File: src/hw/rtl/assert_macros.svh
// Assertion macros used by the RTL of the pairing checker.
`ifndef ASSERT_MACROS_SVH
`define ASSERT_MACROS_SVH
`ifndef SYNTHESIS
`define SPC_ASSERT(lbl, prop) \
  lbl: assert property (@(posedge clk) disable iff (!rst_n) prop) \
    else $error("spc assertion failed");
`define SPC_ASSERT_NEVER(lbl, expr) \
  lbl: assert property (@(posedge clk) disable iff (!rst_n) !(expr)) \
    else $error("spc forbidden condition");
`else
`define SPC_ASSERT(lbl, prop)
`define SPC_ASSERT_NEVER(lbl, expr)
`endif
`endif

File: src/hw/rtl/spc_pkg.sv
// ----------------------------------------------------------------------------
// spc_pkg
// Types and codes of the sync pairing checker.
// ----------------------------------------------------------------------------
`timescale 1ns / 1ps
package spc_pkg;

  localparam int TABLE_DEPTH_DEF = 32;

  localparam logic [2:0] ACT_SET     = 3'd0;
  localparam logic [2:0] ACT_WAIT    = 3'd1;
  localparam logic [2:0] ACT_GET     = 3'd2;
  localparam logic [2:0] ACT_RELEASE = 3'd3;
  localparam logic [2:0] ACT_FLUSH   = 3'd4;

  localparam logic [2:0] RSN_DUP        = 3'd0;
  localparam logic [2:0] RSN_UNMATCHED  = 3'd1;
  localparam logic [2:0] RSN_UNCONSUMED = 3'd2;
  localparam logic [2:0] RSN_DONE       = 3'd3;
  localparam logic [2:0] RSN_FULL       = 3'd4;

  typedef enum logic [1:0] {
    K_OPEN,
    K_CLOSE,
    K_FLUSH
  } kind_t;

  typedef struct packed {
    logic [2:0]  action;
    logic [15:0] launch_id;
    logic [3:0]  src_pipe;
    logic [3:0]  dst_pipe;
    logic [2:0]  buf_mode;
    logic [7:0]  object_id;
    logic [5:0]  core_id;
    logic [47:0] event_pc;
  } in_word_t;

  typedef struct packed {
    logic [2:0]  reason;
    logic        is_buffer;
    logic [15:0] rep_launch;
    logic [3:0]  rep_src_pipe;
    logic [3:0]  rep_dst_pipe;
    logic [2:0]  rep_mode;
    logic [7:0]  rep_object;
    logic [47:0] trigger_pc;
    logic        related_valid;
    logic [47:0] related_pc;
    logic [5:0]  pending_count;
    logic        last;
  } out_word_t;

  typedef struct packed {
    kind_t       kind;
    logic        is_buffer;
    logic        by_core;
    logic [15:0] launch;
    logic [3:0]  src;
    logic [3:0]  dst;
    logic [2:0]  mode;
    logic [7:0]  object;
    logic [5:0]  core;
    logic [47:0] pc;
  } cmd_t;

endpackage

File: src/hw/rtl/spc_front.sv
// ----------------------------------------------------------------------------
// spc_front
// Accept input words, decode them into commands and queue them.
// ----------------------------------------------------------------------------
`timescale 1ns / 1ps
module spc_front (
  input  logic              clk,
  input  logic              rst_n,
  input  logic              in_valid,
  output logic              in_ready,
  input  spc_pkg::in_word_t in_data,
  output logic              q_valid,
  output spc_pkg::cmd_t     q_cmd,
  input  logic              q_pop
);
  import spc_pkg::*;

  cmd_t       q_mem_r [2];
  logic       wr_ptr_r;
  logic       rd_ptr_r;
  logic [1:0] q_cnt_r;
  cmd_t       dec;
  logic       known;
  logic       push;

  always_comb begin
    dec           = '0;
    known         = 1'b1;
    dec.launch    = in_data.launch_id;
    dec.dst       = in_data.dst_pipe;
    dec.object    = in_data.object_id;
    dec.core      = in_data.core_id;
    dec.pc        = in_data.event_pc;
    dec.kind      = K_OPEN;
    case (in_data.action)
      ACT_SET: begin
        dec.src = in_data.src_pipe;
      end
      ACT_WAIT: begin
        dec.kind = K_CLOSE;
        dec.src  = in_data.src_pipe;
      end
      ACT_GET: begin
        dec.is_buffer = 1'b1;
        dec.by_core   = 1'b1;
        dec.mode      = in_data.buf_mode;
      end
      ACT_RELEASE: begin
        dec.kind      = K_CLOSE;
        dec.is_buffer = 1'b1;
        dec.mode      = in_data.buf_mode;
      end
      ACT_FLUSH: begin
        dec.kind = K_FLUSH;
      end
      default: begin
        known = 1'b0;
      end
    endcase
  end

  assign in_ready = (q_cnt_r != 2'd2);
  assign push     = in_valid && in_ready && known;
  assign q_valid  = (q_cnt_r != 2'd0);
  assign q_cmd    = q_mem_r[rd_ptr_r];

  always_ff @(posedge clk) begin
    if (push) begin
      q_mem_r[wr_ptr_r] <= dec;
    end
    if (!rst_n) begin
      wr_ptr_r <= 1'b0;
      rd_ptr_r <= 1'b0;
      q_cnt_r  <= 2'd0;
    end else begin
      if (push) begin
        wr_ptr_r <= ~wr_ptr_r;
      end
      if (q_pop && q_valid) begin
        rd_ptr_r <= ~rd_ptr_r;
      end
      q_cnt_r <= q_cnt_r + {1'b0, push} - {1'b0, q_pop && q_valid};
    end
  end

endmodule

File: config.mk
export PLATFORM = sky130hd
export DESIGN_NAME = spc_front
export DESIGN_NICKNAME = d
export VERILOG_FILES = /design/src/hw/rtl/assert_macros.svh /design/src/hw/rtl/spc_pkg.sv /design/src/hw/rtl/spc_front.sv
export SDC_FILE = /design/constraint.sdc
export NUM_CORES = 1
export LEC_CHECK = 0
export ABC_AREA = 1
export CAP_MARGIN = 20
export CORE_MARGIN = 2
export CORE_UTILIZATION = 37
export CTS_CLUSTER_DIAMETER = 60
export DETAILED_ROUTE_END_ITERATION = 7
export DONT_BUFFER_PORTS = 1
export GPL_ROUTABILITY_DRIVEN = 0
export GPL_TIMING_DRIVEN = 1
export PLACE_DENSITY_LB_ADDON = 0.05
export SLEW_MARGIN = 20
export SYNTH_ARGS = -nofsm -noshare
export SYNTH_HDL_FRONTEND = slang
export SYNTH_SLANG_ARGS = --single-unit
File: constraint.sdc
create_clock -name clk -period 6.7 [get_ports clk]
set_input_delay 1.34 -clock clk [delete_from_list [all_inputs] [get_ports clk]]
set_output_delay 1.34 -clock clk [all_outputs]
set_load 0.005 [all_outputs]
# [Yosys cells after proc, flatten, opt, wreduce, memory -nomap -nowiden]
# Memories as Yosys holds them, arrays and structs flattened. A register that Yosys moved wholly into a read port is not among the register bits.
# Cells that the tools add are included.
[totals] register_bits=4 input_bits=96 output_inout_bits=95 mem_bits_rw=186 n_memories=1
[op_classes] addsub=2 muxes=10 n_bitwise=2 n_reduce_logical=9 eq_ne=5
[memory_table] memory="q_mem_r" depth=2 width=93 rd=1 rd_clocked_by_memory_dff=1 write_ports=1 line_no="spc_front.sv:18" source="cmd_t q_mem_r [2];"
[op_table] cell="$mux 1" count=7
[op_table] cell="$eq 3x2->1 const B" count=2
[op_table] cell="$reduce_or 2->1" count=3
[op_table] cell="$reduce_or 5->1" count=1
[op_table] cell="$mux 4" count=1
[op_table] cell="$pmux 2 s2" count=1
[op_table] cell="$eq 3x1->1 const B" count=1
[op_table] cell="$eq 3x3->1 const B" count=1
[op_table] cell="$logic_and 1x1->1" count=3
[op_table] cell="$logic_not 3->1" count=1
[op_table] cell="$mux 3" count=1
[op_table] cell="$add 2x1->2" count=1
[op_table] cell="$ne 2x2->1 const B" count=1
[op_table] cell="$not 1->1" count=2
[op_table] cell="$reduce_bool 2->1" count=1
[op_table] cell="$sub 2x1->2" count=1

# [Depth between registers and ports, before layout]
# Gate-level depths: netlist of the first run.
[depth] word_depth=6 depth_mapped=10 mapped_depth_nobuf=10

# [Least setup slack after synthesis of the first run]
# OpenSTA, ideal clock, no wires.
[synth_path] kind="input-to-reg" startpoint="in in_data[90] in the netlist's numbering" endpoint="mem q_mem_r[0][0] in the netlist's numbering (enable)" stages=3 path_slack_ns=0.578 t_arrival_ns=5.577 required_ns=6.155 n_path_buf=0 setup_ns=0.545 cell_sequence="o21ai_0 > nand2_1 > nor2_1"
[synth_between] elab_chain_len=6 elab_cells_between_ends=10
[synth_rtl] item="start: declaration" line_no="spc_front.sv:11" source="input spc_pkg::in_word_t in_data,"
[synth_rtl] item="$eq 3x3->1 (tied with other cells)" line_no="spc_front.sv:35" source="case (in_data.action)"
[synth_rtl] item="$reduce_or 5->1 (no line) *"
[synth_rtl] item="$mux 1 *" line_no="spc_front.sv:35"
[synth_rtl] item="$logic_and 1x1->1 *" line_no="spc_front.sv:63" source="assign push = in_valid && in_ready && known;"
[synth_rtl] item="$mux 1 *" line_no="spc_front.sv:68" source="if (push) begin"
[synth_rtl] item="$mux 1 (not written as such) *" line_no="spc_front.sv:69" source="q_mem_r[wr_ptr_r] <= dec;"
[synth_rtl] item="end: declaration" line_no="spc_front.sv:18"
# Mark *: on every way between the ends. The rest lies on a longest branch, timed or not.

==> metrics.yaml, run 1 <==
cts_sinks: 191
period_needed_ns: 3.46
ir_drop_mv: 0.206
hold_violations: 0
grt_setup_unrepaired: "no"
start_util: 0.376
ys_ff_latch: 191
worst_ep_required_time_ns: 5.36
ioPinCount: 191
dieArea_mm2: 0.0209
synthFlopType: "edfxtp_1"
whs_ns: 0.504
viasPerCell: 4.64
cap_violations: 0
dpl.hpwl_um: 8560
h-tree-depth: 4
worst_slew_margin_rel: 0.526
p_clk_frac: 0.325
final.setup.tns_ns: 0
cp-start-kind: "register"
cts_buffers: 17
grt_pass1_wl_um: 18400
syn_area_mm2: 0.00732
design_area_mm2: 0.00819
yosysTopAreaCell: "edfxtp_1"
drv_slew: 0
route.vias.total: 2962
outcome: "finished, final reports clean"
drt_pass1_iterations: 4
synth_edf_count: 186
port_buffers: 0
yosysWarningCount: 0
grtUsageMet2: 0.208
worst_pin_slew_ns: 0.711
cts_tree: "yes"
max-clock-path-buffers: 2
drtIter0Drc: 149
post_cts_buffers: 0
p_per_area_mw_per_mm2: 361
crit_buf_inv: 1
synth-async-reset-ratio: 0
cts_root_buffer: "clkbuf_16"
rows: 51
wl_per_cell_um: 20.5
ant_nets: 0
grt_max_degree: 63
pre_cts_ws_ns: 3.16
top_usage_layer: "met2"
yosysMostFrequentCell: "edfxtp_1"
fp.dieH_um: 145
syn_inst: 347
pwr-share-comb: 0.166
place_area_mm2: 0.00760
synth_area_leaders: "edfxtp_1 (76%), mux2_4 (14%), mux2_2 (3.5%)"
syn_nets: 445
critPathMaxFanout: 33
cpMaxStageDelayCell: "dfxtp_4"
min_period_over_period: 0.517
hold_path.class: "reg -> reg"
yosysUniqueCellTypes: 17
die-width_um: 145
ys_seq_area_frac: 0.776
arrival_ns: 2.12
grt-ovfl-total: 0
internal_power_mw: 2.22
yosys.area.top_type_share: 0.763
use_met1: 0.130
insertedDiodeCount: 0
finalSetupViolCount: 0
avgSynthCellArea_um2: 21.1
area_growth_pct: 11.8
cp_cell_sequence: "buf_4, mux2_2"
nets: 459
clock_latency_ns: 0.42
swShare: 0.249
wl_um: 13100
core_mm2: 0.0195
worst_path_largest_cell_delay_ns: 0.68
drive_gt1_frac: 0.348
cts.reportedPaths.clkPinSlew_ns: 0.06
finClkSkew_ns: 0.00697
max_freq_mhz: 289
crit_family: "flip-flops"
grt_usage: 0.123
cp.depth: 2
total_power_mw: 2.96
seq_power_share: 0.509
grt_pass1_vias: 3101
drc: 0
crit_type: "reg -> out"
synthTopCellsByCount: "edfxtp_1 (186), mux2_4 (70), mux2_2 (23)"
min_path_cells: 2
antenna_found_initial: 0
fin_ws_ns: 3.24
reg2reg_depth: 5
cts_resized: 0
switchingPower_mw: 0.735
p_leak_nw: 2.81
met3_usage: 0.0615
cts_hold_buf: 0
cp-end-kind: "output pin"
routing by layer:
metal / up-vias / wire length (um)
met5: - / 0
met4: 0 / 173
met3: 13 / 1260
met2: 117 / 6860
met1: 1483 / 4830
li1: 1349 / -
final cells by class:
cell class	instances	area (um^2)
well taps	265	332
flip-flops and latches	191	5690
clock inverters	12	126
inverters	17	66.3
repair buffers	5	50.0
clock buffers	20	437
multi-input cells	129	1490
fillers	1724	11300
path summary, 6_finish.rpt:
kind,startpoint,to,slack [ns]
hold reg to reg,rd_ptr_r$_SDFFE_PN0P_,register,0.50
setup reg to reg,q_cnt_r[0]$_SDFF_PN0_,q_mem_r[1][91]$_DFFE_PP_,4.29
hold / removal,rd_ptr_r$_SDFFE_PN0P_,register,0.50
setup / recovery,register,q_cmd[92],3.24
worst reg2reg max path, delay by kind of cell, from the launching register on:
kind / cells / cell delay (ns)
buf+inv: 3 / 1.27
flops: 1 / 0.37
compound gates: 1 / 0.20
simple gates: 1 / 0.17
power groups by stage:
stage / sequential [mW] / clock (mW) / combinational, mW
2_1_floorplan: 1.50 / 0 / 0.450
3_3_place_gp: 1.56 / 0 / 0.467
3_5_place_dp: 1.56 / 0 / 0.471
4_1_cts: 1.54 / 0.992 / 0.472
5_1_grt: 1.52 / 1.04 / 0.529
6_report: 1.50 / 0.961 / 0.490
state kept, by name (all words and copies together), names as in the netlist, named ones only:
register / cells
q_mem_r: 186
rd_ptr_r: 1
q_cnt_r: 2
wr_ptr_r: 1
through the flow:
stage,utilization,instances
after floorplan,-,347
after global placement,0.391,606
after detailed placement,0.391,606
after CTS,0.420,638
after global routing,0.421,639
final,0.421,639
cell families after synthesis:
kind of cell    share of synthesized area
fa+ha+maj                         0.00342
compound gates                    0.00308
simple gates                       0.0152
buf+inv                            0.0219
mux                                 0.179
flops                               0.776
xor+xnor                          0.00120
cells in the final DEF (no fill, tap or decap), types with 2 or more instances in the layout:
cell type	count
inv_1	16
edfxtp_1	186
mux2_2	23
nand2_1	10
clkbuf_1	3
dfxtp_1	4
buf_4	4
inv_8	2
inv_6	4
clkbuf_16	17
mux2_4	70
ha_1	2
nor2_1	16
a21oi_1	2
clkinvlp_4	4
Power figures use the tool's default switching activity.
==> run 2: changes to the inputs <==
Clock period 6.7 ns to 3.2 ns, I/O delays scaled along.
==> run 2 against run 1 <==
Net effect: clock-buffer cell count decreased by 2; total power rose by 120%; design area up 1.6%; highest routed layer unchanged; via count rose by 0.84%; non-clock buffer count rose by 1; register-to-register slack worse by 2.9 ns.
==> metrics.yaml, run 2 (synthesized netlist as in run 1, its figures left out) <==
dpl.hpwl_um: 8210
hold_path.class: "in -> reg"
cap_violations: 0
grt_max_degree: 79
cts_resized: 0
cts_sinks: 191
finalSetupViolCount: 0
port_buffers: 0
outcome: "finished, final reports clean"
h-tree-depth: 4
fin_ws_ns: 0.673
rows: 51
pre_cts_ws_ns: 1.05
cts_root_buffer: "clkbuf_16"
cts.reportedPaths.clkPinSlew_ns: 0.07
p_per_area_mw_per_mm2: 779
antenna_found_initial: 2
cp-start-kind: "register"
cts_tree: "yes"
ir_drop_mv: 0.397
period_needed_ns: 2.53
cpMaxStageDelayCell: "dfxtp_4"
max-clock-path-buffers: 2
fp.dieH_um: 145
worst_pin_slew_ns: 0.595
fin_util: 0.427
grt-ovfl-total: 0
drv_slew: 0
ioPinCount: 191
final_common_cell: "edfxtp_1"
wl_um: 12900
hold_violations: 0
seqCellArea_mm2: 0.00569
nets: 460
p_leak_nw: 2.87
multi_input_area_mm2: 0.00149
finClkSkew_ns: 0.00983
final_cell_count_no_fill: 642
worst_ep_required_time_ns: 2.56
grt_pass1_vias: 3025
cp-end-kind: "output pin"
post_cts_buffers: 0
die-width_um: 145
largest-register: "q_mem_r"
worst_path_largest_cell_delay_ns: 0.73
drt_pass1_iterations: 4
drive_gt1_frac: 0.349
grt_setup_unrepaired: "no"
core_mm2: 0.0195
placed_cells: 608
clock_latency_ns: 0.42
drc: 0
route.vias.total: 2987
nFillCells: 1734
area_growth_pct: 13.5
max_freq_mhz: 396
start_util: 0.376
arrival_ns: 1.89
rrSetupSlack_ns: 1.43
reg.largest.list: "q_mem_r x186, q_cnt_r x2"
largest_reg_flops: 186
dieArea_mm2: 0.0209
grt_pass1_wl_um: 18000
drtIter0Drc: 99
min_period_over_period: 0.790
cts_hold_buf: 0
viasPerCell: 4.65
grt_usage: 0.122
crit_type: "reg -> out"
place_area_mm2: 0.00767
layout_common_cells: "edfxtp_1 (186), mux2_4 (70), mux2_2 (23)"
crit_buf_inv: 1
cts_buffers: 17
design_area_mm2: 0.00831
cp_cell_sequence: "buf_12, mux2_2"
ant_nets: 0
worst_slew_margin_rel: 0.603
final.setup.tns_ns: 0
crit_family: "flip-flops"
wl_per_cell_um: 20.1
critPathMaxFanout: 34
## run 2: cell type report
cell class	instances	share of cell area
multi-input cells	129	0.179
diodes	2	0.000602
inverters	17	0.00813
repair buffers	6	0.0114
clock buffers	18	0.0516
clock inverters	14	0.0253
flip-flops and latches	191	0.684
well taps	265	0.0399
## run 2: per-stage QoR
| step | total power, mW | hold WS [ns] |
|---|---|---|
| floorplan | 4.07 | 0.467 |
| global placement | 4.29 | 0.485 |
| detailed placement | 4.30 | 0.497 |
| CTS | 6.60 | 0.285 |
| global route | 6.77 | 0.276 |
| finish | 6.47 | 0.307 |
## run 2: final timing paths
kind / startpoint / to / depth (start not counted)
worst min-delay path: in_data[43] / q_mem_r[1][43]$_DFFE_PP_ / 0
worst max register to register: q_cnt_r[0]$_SDFF_PN0_ / q_cnt_r[1]$_SDFF_PN0_ / 10
worst max-delay path: register / q_cmd[0] / 2
worst min register to register: rd_ptr_r$_SDFFE_PN0P_ / register / 2
## run 2: per-layer routing
metal | GRT usage | wire length (um) | share of wire | vias up
met5 | 0 | 0 | 0 | -
met4 | 0.0491 | 193 | 0.015 | 0
met3 | 0.0754 | 1630 | 0.13 | 16
met2 | 0.181 | 6050 | 0.47 | 127
met1 | 0.143 | 5010 | 0.39 | 1490
li1 | - | - | - | 1354
## run 2: where the power goes
group / total [mW] / leakage (nW) / internal (mW) / switching, mW
logic: 1.06 / 0.798 / 0.550 / 0.510
clock network: 2.27 / 0.310 / 1.39 / 0.882
registers: 3.14 / 1.76 / 3.02 / 0.122
==> run 3: changes to the inputs <==
Clock period 3.2 ns to 2.5 ns, I/O delays scaled along.
==> run 3 against run 2 <==
Net effect: largest cell class unchanged; clock-buffer cell count up 1; critical path type unchanged; register-to-register slack worse by 0.65 ns; via count down 1.8%; flip-flop and latch count unchanged; worst setup slack worse by 0.25 ns; sequential power up 26%; die area unchanged; design area down 0.56%; sequential share of layout area up 0.38 points; critical path depth unchanged; global-route usage up 0.18 points; combinational power up 37%.
==> metrics.yaml, run 3 (synthesized netlist as in run 1, its figures left out) <==
cts_sinks: 191
reg2reg_depth: 5
p_per_area_mw_per_mm2: 970
grt_max_degree: 58
route.met2.wl_um: 6740
rows: 51
cp-end-kind: "output pin"
grt_pass1_wl_um: 18400
cts_buffers: 17
crit_type: "reg -> out"
cts_tree: "yes"
min_path_cells: 0
layout_common_cells: "edfxtp_1 (186), mux2_4 (70), mux2_2 (23)"
port_buffers: 0
finalSetupViolCount: 0
drive_gt1_frac: 0.357
critPathMaxFanout: 54
top_layer: "met4"
hold_violations: 0
grt_pass1_vias: 3089
rrSetupSlack_ns: 0.78
fin_ws_ns: 0.423
area_growth_pct: 12.9
dieArea_mm2: 0.0209
ant_nets: 0
max-clock-path-buffers: 2
drv_slew: 0
cts_hold_buf: 0
crit_buf_inv: 1
met1Wirelength_um: 4860
r2r-start: "q_cnt_r[0]$_SDFF_PN0_"
fin_util: 0.425
cp_cell_sequence: "buf_12, mux2_2"
drc: 0
grt_setup_unrepaired: "no"
min_period_over_period: 0.831
viasPerCell: 4.58
period_needed_ns: 2.08
fp.dieH_um: 145
max_freq_mhz: 482
largest-register: "q_mem_r"
wl_per_cell_um: 20.4
start_util: 0.376
cpMaxStageDelayCell: "mux2_2"
dpl.hpwl_um: 8430
drt_pass1_iterations: 4
outcome: "finished, final reports clean"
cts_resized: 0
route.vias.total: 2934
wl_met3_um: 1330
grt-ovfl-total: 0
worst_pin_slew_ns: 0.536
drtIter0Drc: 88
worst_ep_required_time_ns: 2.00
die-width_um: 145
finClkSkew_ns: 0.00994
clock_latency_ns: 0.42
largest_reg_flops: 186
hold_path.class: "in -> reg"
arrival_ns: 1.58
p_leak_nw: 2.83
antenna_found_initial: 0
reg.largest.list: "q_mem_r x186, q_cnt_r x2"
worstHoldEndpoint: "q_mem_r[1][12]$_DFFE_PP_"
h-tree-depth: 4
cap_violations: 0
r2r-end: "q_mem_r[1][22]$_DFFE_PP_"
ioPinCount: 191
nets: 460
wl_um: 13100
insertedDiodeCount: 0
cts_root_buffer: "clkbuf_16"
final_common_cell: "edfxtp_1"
min_from: "in_data[12]"
whs_ns: 0.172
crit_family: "multiplexers"
core_mm2: 0.0195
worst_slew_margin_rel: 0.643
post_cts_buffers: 0
pre_cts_ws_ns: 0.685
cts.reportedPaths.clkPinSlew_ns: 0.07
cp-start-kind: "register"
grt_usage: 0.124
worst_path_largest_cell_delay_ns: 0.42
ir_drop_mv: 0.459
==> run 3: metrics by stage <==
| stage | power (mW) | std cells | area (um^2) | TNS (ns) |
|---|---|---|---|---|
| 2_1_floorplan | 5.23 | 347 | 7360 | -4.34 |
| 3_3_place_gp | 5.52 | 608 | 7700 | 0 |
| 3_5_place_dp | 5.53 | 608 | 7700 | 0 |
| 4_1_cts | 8.17 | 640 | 8270 | 0 |
| 5_1_grt | 8.39 | 640 | 8270 | 0 |
| 6_report | 8.02 | 640 | 8270 | 0 |
==> run 3: area by class of cell <==
| cell class | instances | area [um^2] |
|---|---|---|
| fillers | 1731 | 11200 |
| flip-flops and latches | 191 | 5690 |
| multi-input cells | 129 | 1510 |
| clock buffers | 19 | 433 |
| well taps | 265 | 332 |
| clock inverters | 13 | 138 |
| repair buffers | 6 | 95.1 |
| inverters | 17 | 70.1 |
==> run 3: how the worst max path moves through the flow <==
stage,startpoint,to,slack [ns],cells after the start
floorplan,in_data[90],q_mem_r[0][0]$_DFFE_PP_,-0.05,3
global placement,in_data[90],q_mem_r[1][35]$_DFFE_PP_,0.70,4
detailed placement,in_data[90],q_mem_r[1][30]$_DFFE_PP_,0.69,4
CTS,register,q_cmd[3],0.37,2
global route,register,q_cmd[0],0.34,2
finish,register,q_cmd[0],0.42,2
==> run 3: power breakdown <==
| group | total (mW) | leakage [nW] | switching (mW) | internal [mW] |
|---|---|---|---|---|
| logic | 1.45 | 0.800 | 0.742 | 0.712 |
| clock network | 2.62 | 0.271 | 1.14 | 1.48 |
| registers | 3.95 | 1.76 | 0.0834 | 3.87 |
| total | 8.02 | 2.83 | 1.96 | 6.06 |
==> run 3: per-layer routing <==
metal  vias up  GRT usage
li1       1354          -
met1      1471      0.135
met2        99      0.206
met3        10     0.0694
met4         0     0.0399
met5         -          0
